**src/rtl/lccp_pkg.sv**
```systemverilog
// Shared types and constants for the LED color command parser.
`default_nettype none

package lccp_pkg;

    // Default table capacity and depth of the front-to-back queue.
    localparam int DEF_MAX_COLORS = 64;
    localparam int QUEUE_DEPTH    = 4;

    // Command codes carried in the first byte of a message.
    localparam logic [7:0] CMD_CLEAR  = 8'd0;
    localparam logic [7:0] CMD_LIST   = 8'd1;
    localparam logic [7:0] CMD_ADD    = 8'd2;
    localparam logic [7:0] CMD_SINGLE = 8'd3;

    // Stored mode values.
    localparam logic [1:0] MODE_OFF    = 2'd0;
    localparam logic [1:0] MODE_LIST   = 2'd1;
    localparam logic [1:0] MODE_SINGLE = 2'd3;

    // Position inside a message: what the next byte means.
    typedef enum logic [1:0] {
        POS_CMD    = 2'd0,
        POS_BRIGHT = 2'd1,
        POS_HIGH   = 2'd2,
        POS_LOW    = 2'd3
    } t_byte_pos;

    // Operations handed from the parser to the executor.
    typedef enum logic [2:0] {
        OP_NOP    = 3'd0,
        OP_CLEAR  = 3'd1,
        OP_SET    = 3'd2,
        OP_APPEND = 3'd3,
        OP_READ   = 3'd4
    } t_op_kind;

    // One queued operation.
    typedef struct packed {
        t_op_kind    kind;
        logic        start;      // Message opens: drop the overflow flag first.
        logic        last;       // Message closes: report a result afterwards.
        logic        status;     // Accept status reported on the last byte.
        logic [1:0]  mode;
        logic [7:0]  brightness;
        logic [15:0] color;
        logic [7:0]  index;
    } t_op_entry;

endpackage

`default_nettype wire

```
**src/rtl/led_color_command_parser.sv**
```systemverilog
// Top level of the LED color command parser.
//
//  Channel   Direction  Handshake                   Payload
//  input     in         i_in_valid / o_in_stall     action, byte, first, last, read index
//  output    out        o_out_valid / i_out_stall   status, overflow, color, count, mode,
//                                                   brightness
//
// One transaction a cycle is taken at the input while the queue has room; each passes the
// parser, a four-entry queue and the executor, which handles one operation a cycle unless
// its result waits on a stalled output; results are valid once in the output register.
// Reset is synchronous and clears the parser, the queue and the stored state; the color
// table is not cleared, since only entries below the count are ever read.
// The input stalls only while the queue is full, which happens when the output is stalled.
`default_nettype none

module led_color_command_parser
    import lccp_pkg::*;
#(
    parameter int MAX_COLORS = DEF_MAX_COLORS,
    parameter int CW         = $clog2(MAX_COLORS + 1)
) (
    input  wire logic          i_clk,
    input  wire logic          i_rst_n,
    input  wire logic          i_in_valid,
    output logic               o_in_stall,
    input  wire logic          i_action,
    input  wire logic [7:0]    i_byte_value,
    input  wire logic          i_first_byte,
    input  wire logic          i_last_byte,
    input  wire logic [7:0]    i_read_index,
    output logic               o_out_valid,
    input  wire logic          i_out_stall,
    output logic               o_status,
    output logic               o_overflowed,
    output logic [15:0]        o_color_value,
    output logic [CW-1:0]      o_color_count,
    output logic [1:0]         o_current_mode,
    output logic [7:0]         o_current_brightness
);

    t_op_entry front_op;
    t_op_entry head_op;
    logic      accept;
    logic      q_full;
    logic      q_not_empty;
    logic      pop;

    assign o_in_stall = q_full;
    assign accept     = i_in_valid && !q_full;

    lccp_front u_front (
        .i_clk        (i_clk),
        .i_rst_n      (i_rst_n),
        .i_accept     (accept),
        .i_action     (i_action),
        .i_byte_value (i_byte_value),
        .i_first_byte (i_first_byte),
        .i_last_byte  (i_last_byte),
        .i_read_index (i_read_index),
        .o_op         (front_op)
    );

    lccp_queue u_queue (
        .i_clk       (i_clk),
        .i_rst_n     (i_rst_n),
        .i_push      (accept),
        .i_entry     (front_op),
        .i_pop       (pop),
        .o_head      (head_op),
        .o_not_empty (q_not_empty),
        .o_full      (q_full)
    );

    lccp_back #(
        .MAX_COLORS (MAX_COLORS),
        .CW         (CW)
    ) u_back (
        .i_clk                (i_clk),
        .i_rst_n              (i_rst_n),
        .i_op                 (head_op),
        .i_op_valid           (q_not_empty),
        .o_pop                (pop),
        .o_out_valid          (o_out_valid),
        .i_out_stall          (i_out_stall),
        .o_status             (o_status),
        .o_overflowed         (o_overflowed),
        .o_color_value        (o_color_value),
        .o_color_count        (o_color_count),
        .o_current_mode       (o_current_mode),
        .o_current_brightness (o_current_brightness)
    );

endmodule

`default_nettype wire

```
**src/rtl/lccp_front.sv**
```systemverilog
// Front end: parses message bytes and turns them into queued operations.
`default_nettype none

module lccp_front
    import lccp_pkg::*;
(
    input  wire logic       i_clk,
    input  wire logic       i_rst_n,
    input  wire logic       i_accept,
    input  wire logic       i_action,
    input  wire logic [7:0] i_byte_value,
    input  wire logic       i_first_byte,
    input  wire logic       i_last_byte,
    input  wire logic [7:0] i_read_index,
    output t_op_entry       o_op
);

    t_byte_pos   r_pos, n_pos;
    logic [7:0]  r_cmd, n_cmd;
    logic [7:0]  r_bright, n_bright;
    logic [7:0]  r_high, n_high;
    logic        r_committed, n_committed;
    logic        r_rejected, n_rejected;
    logic [1:0]  r_mode, n_mode;
    logic        start;
    logic        list_cmd;

    // Classify the byte against the message state and build the operation.
    always_comb begin
        n_pos       = r_pos;
        n_cmd       = r_cmd;
        n_bright    = r_bright;
        n_high      = r_high;
        n_committed = r_committed;
        n_rejected  = r_rejected;
        n_mode      = r_mode;
        start       = 1'b0;
        list_cmd    = (r_cmd == CMD_LIST) || (r_cmd == CMD_ADD);

        o_op            = '0;
        o_op.kind       = OP_NOP;
        o_op.index      = i_read_index;
        o_op.brightness = r_bright;
        o_op.mode       = r_cmd[1:0];
        o_op.color      = {r_high, i_byte_value};

        if (i_action) begin
            o_op.kind = OP_READ;
        end else begin
            start = i_first_byte || (r_pos == POS_CMD && !r_committed && !r_rejected);
            if (start) begin
                // A new message: hold the command, a clear takes effect at once.
                n_cmd       = i_byte_value;
                n_bright    = '0;
                n_high      = '0;
                n_rejected  = 1'b0;
                n_committed = (i_byte_value == CMD_CLEAR);
                n_pos       = POS_BRIGHT;
                if (i_byte_value == CMD_CLEAR) begin
                    o_op.kind = OP_CLEAR;
                    n_mode    = MODE_OFF;
                end
            end else if (r_committed) begin
                // Committed list messages append further byte pairs.
                if (list_cmd) begin
                    if (r_pos == POS_HIGH) begin
                        n_high = i_byte_value;
                        n_pos  = POS_LOW;
                    end else begin
                        o_op.kind = OP_APPEND;
                        n_pos     = POS_HIGH;
                    end
                end
            end else if (!r_rejected) begin
                unique case (r_pos)
                    POS_CMD: begin
                    end
                    POS_BRIGHT: begin
                        n_bright = i_byte_value;
                        n_pos    = POS_HIGH;
                    end
                    POS_HIGH: begin
                        n_high = i_byte_value;
                        n_pos  = POS_LOW;
                    end
                    POS_LOW: begin
                        if (r_cmd == CMD_LIST || r_cmd == CMD_SINGLE) begin
                            o_op.kind   = OP_SET;
                            n_mode      = r_cmd[1:0];
                            n_committed = 1'b1;
                            n_pos       = POS_HIGH;
                        end else if (r_cmd == CMD_ADD && r_mode == MODE_LIST) begin
                            o_op.kind   = OP_APPEND;
                            n_committed = 1'b1;
                            n_pos       = POS_HIGH;
                        end else begin
                            n_rejected = 1'b1;
                        end
                    end
                    default: begin
                    end
                endcase
            end

            o_op.start = start;

            // The last byte reports and closes the message.
            if (i_last_byte) begin
                o_op.last   = 1'b1;
                o_op.status = n_committed;
                n_pos       = POS_CMD;
                n_committed = 1'b0;
                n_rejected  = 1'b0;
            end
        end
    end

    // Message state moves only with an accepted transaction.
    always_ff @(posedge i_clk) begin
        if (!i_rst_n) begin
            r_pos       <= POS_CMD;
            r_cmd       <= '0;
            r_bright    <= '0;
            r_high      <= '0;
            r_committed <= 1'b0;
            r_rejected  <= 1'b0;
            r_mode      <= MODE_OFF;
        end else if (i_accept) begin
            r_pos       <= n_pos;
            r_cmd       <= n_cmd;
            r_bright    <= n_bright;
            r_high      <= n_high;
            r_committed <= n_committed;
            r_rejected  <= n_rejected;
            r_mode      <= n_mode;
        end
    end

endmodule

`default_nettype wire

```
**src/rtl/lccp_queue.sv**
```systemverilog
// Short queue of operations between the parser and the executor.
`default_nettype none

module lccp_queue
    import lccp_pkg::*;
(
    input  wire logic       i_clk,
    input  wire logic       i_rst_n,
    input  wire logic       i_push,
    input  wire t_op_entry  i_entry,
    input  wire logic       i_pop,
    output t_op_entry       o_head,
    output logic            o_not_empty,
    output logic            o_full
);

    localparam int PW = $clog2(QUEUE_DEPTH);
    localparam int CW = $clog2(QUEUE_DEPTH + 1);

    t_op_entry         r_slot [QUEUE_DEPTH];
    logic [PW-1:0]     r_wr_ptr, r_rd_ptr;
    logic [CW-1:0]     r_count;

    assign o_head      = r_slot[r_rd_ptr];
    assign o_not_empty = (r_count != '0);
    assign o_full      = (r_count == CW'(QUEUE_DEPTH));

    // Entry storage.
    always_ff @(posedge i_clk) begin
        if (i_push) begin
            r_slot[r_wr_ptr] <= i_entry;
        end
    end

    // Pointers and fill level.
    always_ff @(posedge i_clk) begin
        if (!i_rst_n) begin
            r_wr_ptr <= '0;
            r_rd_ptr <= '0;
            r_count  <= '0;
        end else begin
            if (i_push) begin
                r_wr_ptr <= (r_wr_ptr == PW'(QUEUE_DEPTH - 1)) ? '0 : r_wr_ptr + 1'b1;
            end
            if (i_pop) begin
                r_rd_ptr <= (r_rd_ptr == PW'(QUEUE_DEPTH - 1)) ? '0 : r_rd_ptr + 1'b1;
            end
            if (i_push && !i_pop) begin
                r_count <= r_count + 1'b1;
            end else if (!i_push && i_pop) begin
                r_count <= r_count - 1'b1;
            end
        end
    end

endmodule

`default_nettype wire

```
**src/rtl/lccp_back.sv**
```systemverilog
// Back end: executes operations on mode, brightness and the color table.
`default_nettype none

module lccp_back
    import lccp_pkg::*;
#(
    parameter int MAX_COLORS = DEF_MAX_COLORS,
    parameter int CW         = $clog2(MAX_COLORS + 1)
) (
    input  wire logic          i_clk,
    input  wire logic          i_rst_n,
    input  wire t_op_entry     i_op,
    input  wire logic          i_op_valid,
    output logic               o_pop,
    output logic               o_out_valid,
    input  wire logic          i_out_stall,
    output logic               o_status,
    output logic               o_overflowed,
    output logic [15:0]        o_color_value,
    output logic [CW-1:0]      o_color_count,
    output logic [1:0]         o_current_mode,
    output logic [7:0]         o_current_brightness
);

    localparam int AW = (MAX_COLORS > 1) ? $clog2(MAX_COLORS) : 1;

    logic [15:0]    r_table [MAX_COLORS];
    logic [15:0]    r_rdata;

    logic [1:0]     r_mode, n_mode;
    logic [7:0]     r_bright, n_bright;
    logic [CW-1:0]  r_count, n_count;
    logic           r_ovf, n_ovf;

    logic           r_out_valid;
    logic           r_out_status;
    logic           r_out_ovf;
    logic           r_out_hit;
    logic [CW-1:0]  r_out_count;
    logic [1:0]     r_out_mode;
    logic [7:0]     r_out_bright;

    logic           has_result;
    logic           do_read;
    logic           read_hit;
    logic           msg_ovf;
    logic           wr_en;
    logic [AW-1:0]  wr_addr;
    logic [CW-1:0]  fill;

    // An operation leaves the queue unless its result would overrun the output.
    assign has_result = (i_op.kind == OP_READ) || i_op.last;
    assign o_pop      = i_op_valid && (!has_result || !r_out_valid || !i_out_stall);
    assign do_read    = o_pop && (i_op.kind == OP_READ);
    assign read_hit   = (9'(i_op.index) < 9'(r_count));

    // State update for the operation at the head of the queue.
    always_comb begin
        n_mode   = r_mode;
        n_bright = r_bright;
        n_count  = r_count;
        msg_ovf  = i_op.start ? 1'b0 : r_ovf;
        wr_en    = 1'b0;
        fill     = (i_op.kind == OP_SET) ? '0 : r_count;
        wr_addr  = fill[AW-1:0];

        unique case (i_op.kind) inside
            OP_CLEAR: begin
                n_mode   = MODE_OFF;
                n_bright = '0;
                n_count  = '0;
            end
            OP_SET, OP_APPEND: begin
                if (i_op.kind == OP_SET) begin
                    n_mode   = i_op.mode;
                    n_bright = i_op.brightness;
                end
                if (fill < CW'(MAX_COLORS)) begin
                    wr_en   = o_pop;
                    n_count = fill + 1'b1;
                end else begin
                    n_count = fill;
                    msg_ovf = 1'b1;
                end
            end
            default: begin
            end
        endcase

        n_ovf = i_op.last ? 1'b0 : msg_ovf;
    end

    // Color table with a registered read port.
    always_ff @(posedge i_clk) begin
        if (wr_en) begin
            r_table[wr_addr] <= i_op.color;
        end
        if (do_read) begin
            r_rdata <= r_table[i_op.index[AW-1:0]];
        end
    end

    // Stored lighting state.
    always_ff @(posedge i_clk) begin
        if (!i_rst_n) begin
            r_mode   <= MODE_OFF;
            r_bright <= '0;
            r_count  <= '0;
            r_ovf    <= 1'b0;
        end else if (o_pop) begin
            r_mode   <= n_mode;
            r_bright <= n_bright;
            r_count  <= n_count;
            r_ovf    <= n_ovf;
        end
    end

    // Output register: loads a result, holds it while stalled.
    always_ff @(posedge i_clk) begin
        if (!i_rst_n) begin
            r_out_valid <= 1'b0;
        end else if (o_pop && has_result) begin
            r_out_valid <= 1'b1;
        end else if (!i_out_stall) begin
            r_out_valid <= 1'b0;
        end
    end

    always_ff @(posedge i_clk) begin
        if (o_pop && has_result) begin
            r_out_status <= (i_op.kind == OP_READ) ? 1'b1 : i_op.status;
            r_out_ovf    <= (i_op.kind == OP_READ) ? 1'b0 : msg_ovf;
            r_out_hit    <= (i_op.kind == OP_READ) && read_hit;
            r_out_count  <= n_count;
            r_out_mode   <= n_mode;
            r_out_bright <= n_bright;
        end
    end

    assign o_out_valid          = r_out_valid;
    assign o_status             = r_out_status;
    assign o_overflowed         = r_out_ovf;
    assign o_color_value        = r_out_hit ? r_rdata : 16'd0;
    assign o_color_count        = r_out_count;
    assign o_current_mode       = r_out_mode;
    assign o_current_brightness = r_out_bright;

endmodule

`default_nettype wire
```
**config.mk**
```make
export PLATFORM = sky130hd
export DESIGN_NAME = led_color_command_parser
export DESIGN_NICKNAME = d
export VERILOG_FILES = /design/src/rtl/lccp_pkg.sv /design/src/rtl/led_color_command_parser.sv /design/src/rtl/lccp_front.sv /design/src/rtl/lccp_queue.sv /design/src/rtl/lccp_back.sv
export SDC_FILE = /design/constraint.sdc
export NUM_CORES = 2
export LEC_CHECK = 0
export ABC_AREA = 1
export BUFFER_PORTS_ARGS = -buffer_cell sky130_fd_sc_hd__buf_4
export CELL_PAD_IN_SITES_DETAIL_PLACEMENT = 0
export CELL_PAD_IN_SITES_GLOBAL_PLACEMENT = 1
export CORE_ASPECT_RATIO = 1.75
export CORE_UTILIZATION = 55
export DETAILED_ROUTE_END_ITERATION = 8
export GPL_TIMING_DRIVEN = 0
export MAX_ROUTING_LAYER = met4
export PLACE_DENSITY = 0.8
export SLEW_MARGIN = 20
export SYNTH_ARGS = -nofsm -noshare
export SYNTH_HDL_FRONTEND = slang
export SYNTH_SLANG_ARGS = --single-unit
export TNS_END_PERCENT = 5
```
**constraint.sdc**
```tcl
create_clock -name i_clk -period 5.96 [get_ports i_clk]
set_clock_uncertainty 0.2 [all_clocks]
set_input_delay 0.298 -clock i_clk [delete_from_list [all_inputs] [get_ports i_clk]]
set_output_delay 0.298 -clock i_clk [all_outputs]
set_load 0.02 [all_outputs]
```
Word level (Yosys, flattened, before mapping):

Memory sizes are Yosys's and may differ from the RTL's. A register that Yosys moved wholly into a read port is not among the register bits.
Cells that the tools add are included.

* output and inout bits: 37
* register bits: 76
* memories kept: 2
* RAM bits: 1184
* word-level logic and storage cells: 171

Memories
* u_back.r_table: depth 64, bits a word 16, read ports 1, clocked after memory_dff 1, wr ports 1, RTL line lccp_back.sv:27 `logic [15:0] r_table [MAX_COLORS];`
* u_queue.r_slot: depth 4, bits a word 40, read ports 1, clocked after memory_dff 1, wr ports 1, RTL line lccp_queue.sv:20 `t_op_entry r_slot [QUEUE_DEPTH];`

* $add $sub $neg: 5
* equal/unequal tests: 24
* order comparisons: 2
* reductions and logical operators: 40
* muxes and demuxes: 76
* bitwise operators: 1

Operator list (count)
* 8-bit two-way mux: 10
* 2-bit two-way mux: 21
* 3-bit two-way mux: 10
* 1-bit two-way mux: 28
* 8-bit by 2-bit == test with 1-bit output, second input constant: 2
* 16-bit two-way mux: 1
* 8-bit one-hot mux with 2 select lines: 1
* 7-bit two-way mux: 2
* 7-bit one-hot mux with 2 select lines: 1
* 1-bit logical AND: 10
* 2-bit == test, second input constant: 4
* 8-bit by 1-bit == test with 1-bit output, second input constant: 1
* 1-bit zero test: 8
* 8-bit zero test: 1
* 8-bit by 7-bit less-than comparator with 1-bit output: 1
* 2-bit nonzero test: 4
* 7-bit by 1-bit adder with 7-bit output, second input constant: 1
* 7-bit less-than comparator, second input constant: 1
* 7-bit AND reduction: 1
* 3-bit by 2-bit == test with 1-bit output, second input constant: 2
* 3-bit == test, second input constant: 2
* 1-bit logical OR: 6
* 2-bit != test, second input constant: 3
* 3-bit != test, second input constant: 2
* other kinds (22): 25

Longest topological paths before layout:

* word-level depth: 10
* gate-level depth with buffers: 19

Hierarchy:

A second synthesis with hierarchy kept.

* cell total of the unflattened synthesis: 4490
* area, all modules: 51914.8 µm²

By module, submodules not included
* lccp_back: cells an instance 3785, times used 1, area each 43735.7 µm²
* lccp_queue: cells an instance 447, times used 1, area each 6513.7 µm²
* lccp_front: cells an instance 256, times used 1, area each 1655.3 µm²
* led_color_command_parser: cells an instance 2, times used 1, area each 10.0 µm²

Worst setup path after synthesis:

No wires, ideal clock.

* kind: flip-flop to flip-flop
* from: register with a tool-made name
* to: memory u_back.r_table[0][10] (data pin)
* period minus slack after synthesis: 3.922 ns
* cell stages (with the launch flop): 8
* required time: 5.207 ns
* arrival: 3.169 ns
* setup slack: 2.038 ns
* setup time: 0.553 ns
* cell sequence: dfxtp_1 > inv_2 > buf_2 > buf_2 > clkbuf_1 > clkbuf_1 > o21ai_0 > o22ai_1

RTL lines (RTL line)
* to (decl): lccp_back.sv:27

==> reports/metrics.yaml <==
ff_latch_area_sq_um: 37800
cpLargestDelayFamily: "simple AND/OR/NAND/NOR gates"
place_inst: 6376
drt_iter0_markers: 3279
grt_pass1_wl_um: 254300
power_density_nw_per_um2: 575.7
clk-insertion-delay-late_ps: 740
overflow: 0
dieHeight_um: 421.3
htree_levels: 3
timing.final.crit_period_ps: 4798
grt_use_total_pct: 36.23
rsz0062_at_grt: "no"
crit_path_max_incr_delay_ps: 1040
comb_power_share_pct: 47.8
cp_cell_sequence: "inv_2 -> nand3_1 -> nand2_2 -> nand3_2 -> nand2_1 -> inv_1 -> nand2_1 -> nor2_1 -> nand2_1 -> nor2_2"
synth_cell_type_count: 45
vias: 38231
worst_slack_ps: 1162
irDropWorstVdd_uv: 452.7
drc: 0
gp_congestion: 0.9950
cpMostUsedCell: "nand2_1"
area_growth_pct: 14.64
die_w_um: 241.6
antenna_left: 0
first_pass_iters: 7
critPathArrivalTime_ps: 4960
via_per_inst: 5.797
pre_cts_ws_ps: 1322
multi_input_area_sq_um: 14050
fp.coreArea_sq_um: 99550
synthCells: 4912
crit_buf_inv: 2
endpoint_kind: "register"
final.setup.tns_ps: 0
worstPathMaxFanout: 16
yosysSeqAreaShare_pct: 68.40
crit_path_start_kind: "register"
synth_area_sq_um: 55260
max_freq_mhz: 208.4
period_share_pct: 80.51
layout_commonest_cell: "edfxtp_1"
avgSynthCellArea_sq_um: 11.25
setup_violations: 0
clockBufferDepth: 3
drv_cap: 0
std_cell_rows: 153
wl_um: 178000
status: "completed"
worst_pin_slew_ps: 1237
drv_slew: 0
dieArea_sq_um: 101800
power.internal_mw: 20.45
drive_above_1_share_pct: 11.93
antenna_found_initial: 4
grt_pass1_vias: 38108
io_buffers: 59
cts_made_buffers: 109
num-nets-final: 5228
syn-num-nets: 4949
cts.sinks: 1278
cts.repair.resized: 0
hold_class: "in -> reg"
hold_viol_final: 0
grt_max_degree: 25
path_class: "reg -> reg"
io-pin-count: 60
hpwl_um: 131800
total_power_mw: 36.47
netSwitchingFraction_pct: 43.93
final_cells: 6595
cts-root-buf: "clkbuf_16"
finish.utilization_pct: 63.64
worstPathRequired_ps: 6120
p_switching_mw: 16.02
yosys_warnings: 0
critical-path-slowest-cell: "nor2_2"
synth_seq_cells: 1278
fillers: 7980
clockPowerShare_pct: 19.4
seqPwrFrac_pct: 32.8
relSlewSlack_pct: 17.35
p_leak_nw: 24.23
cts_tree: "yes"
cts.clk_slew.worst_paths_ps: 70
layout_common_cells: "edfxtp_1, nand3_1, nand2_1"
start_util_pct: 55.51
wire_per_inst_um: 26.99
## per-stage QoR
step | hold slack (ps) | cell area (sq um)
after floorplan | 196.9 | 55260
after global placement | 251.3 | 57350
after detailed placement | 260.0 | 59660
after CTS | 74.51 | 63330
after global routing | 110.7 | 63340
final | 108.9 | 63350
## repair_timing
item | CTS | global route
setup buffers | 0 | 0
hold endpoints to repair | 123 | 0
hold buffers | 21 | 0
endpoints found under the setup margin | 0 | 0
## Yosys cell counts (all sizes together)
cell type,n,area [sq um]
o221ai,2,17.52
nand3,965,4845
a211oi,4,30.03
nor3,26,140.1
o31ai,1,7.510
or2,3,18.78
fa,1,20.02
a32oi,3,41.29
ha,13,162.7
nand2,861,3247
buf,225,1250
nor4,4,25.02
o211a,1,10.01
o22a,1,8.760
nor2,175,686.9
a21oi,56,280.3
nand4,7,43.79
o22ai,21,131.4
dfxtp,58,1161
o211ai,2,15.01
clkbuf,84,315.3
inv,611,2293
o21ai,172,864.6
a32o,8,80.08
nand3b,384,2883
edfxtp,1220,36640
o41ai,1,8.760
a21boi,2,26.28
a21o,1,7.510
## final timing paths
path / slack [ps] / depth (start not counted) / from / to
min reg2reg: 270 / 2 / u_front.r_mode[1] / u_front.r_mode[1]
min: 110 / 2 / i_read_index[7] / u_queue.r_slot[1][7]
max reg2reg: 1160 / 10 / register / u_back.r_table[58][5]
max: 1160 / 10 / register / u_back.r_table[58][5]
## logic make-up after synthesis
| group | synth area share (%) |
|---|---|
| adder cells (fa/ha/maj) | 0.3306 |
| buffers and inverters | 6.983 |
| AO/OA/AOI/OAI | 2.767 |
| flip-flops | 68.40 |
| AND/OR/NAND/NOR | 21.52 |
## final cells by class
type	count	area share (%)
sequential	1278	59.67
multi-input combinational	2714	22.17
clock buffer	148	4.883
timing repair buffer	168	3.976
inverter	611	3.620
tap	1317	2.601
buffer	309	2.477
clock inverter	45	0.5846
antenna	5	0.01975
## registers in the layout (all words and copies together), names as in the netlist, 7 cells and up, named ones only
signal and cells:
u_queue.r_slot 160, u_back.r_count 7, u_back.r_table 1024, u_front.r_cmd 8, u_front.r_bright 8, u_back.r_bright 8, u_back.o_color_count 7, u_back.r_rdata 16
u_front.r_high 8, u_back.o_current_brightness 8
## routing by layer
metal / track usage [%] / wire (um) / vias up
met5: - / 0 / -
met4: 32.75 / 19100 / 0
met3: 4.374 / 9550 / 583
met2: 62.42 / 91720 / 1548
met1: 35.61 / 57640 / 18562
li1: - / - / 17538
## power by group through the flow
stage,combinational (mW),clock (mW),sequential [mW]
floorplan,8.19,0,12.4
global placement,15.0,0,12.6
detailed placement,17.0,0,12.1
CTS,17.1,7.12,12.0
global route,18.1,7.44,12.0
finish,17.4,7.09,12.0
Note: power is estimated with default switching activity, not from simulation.
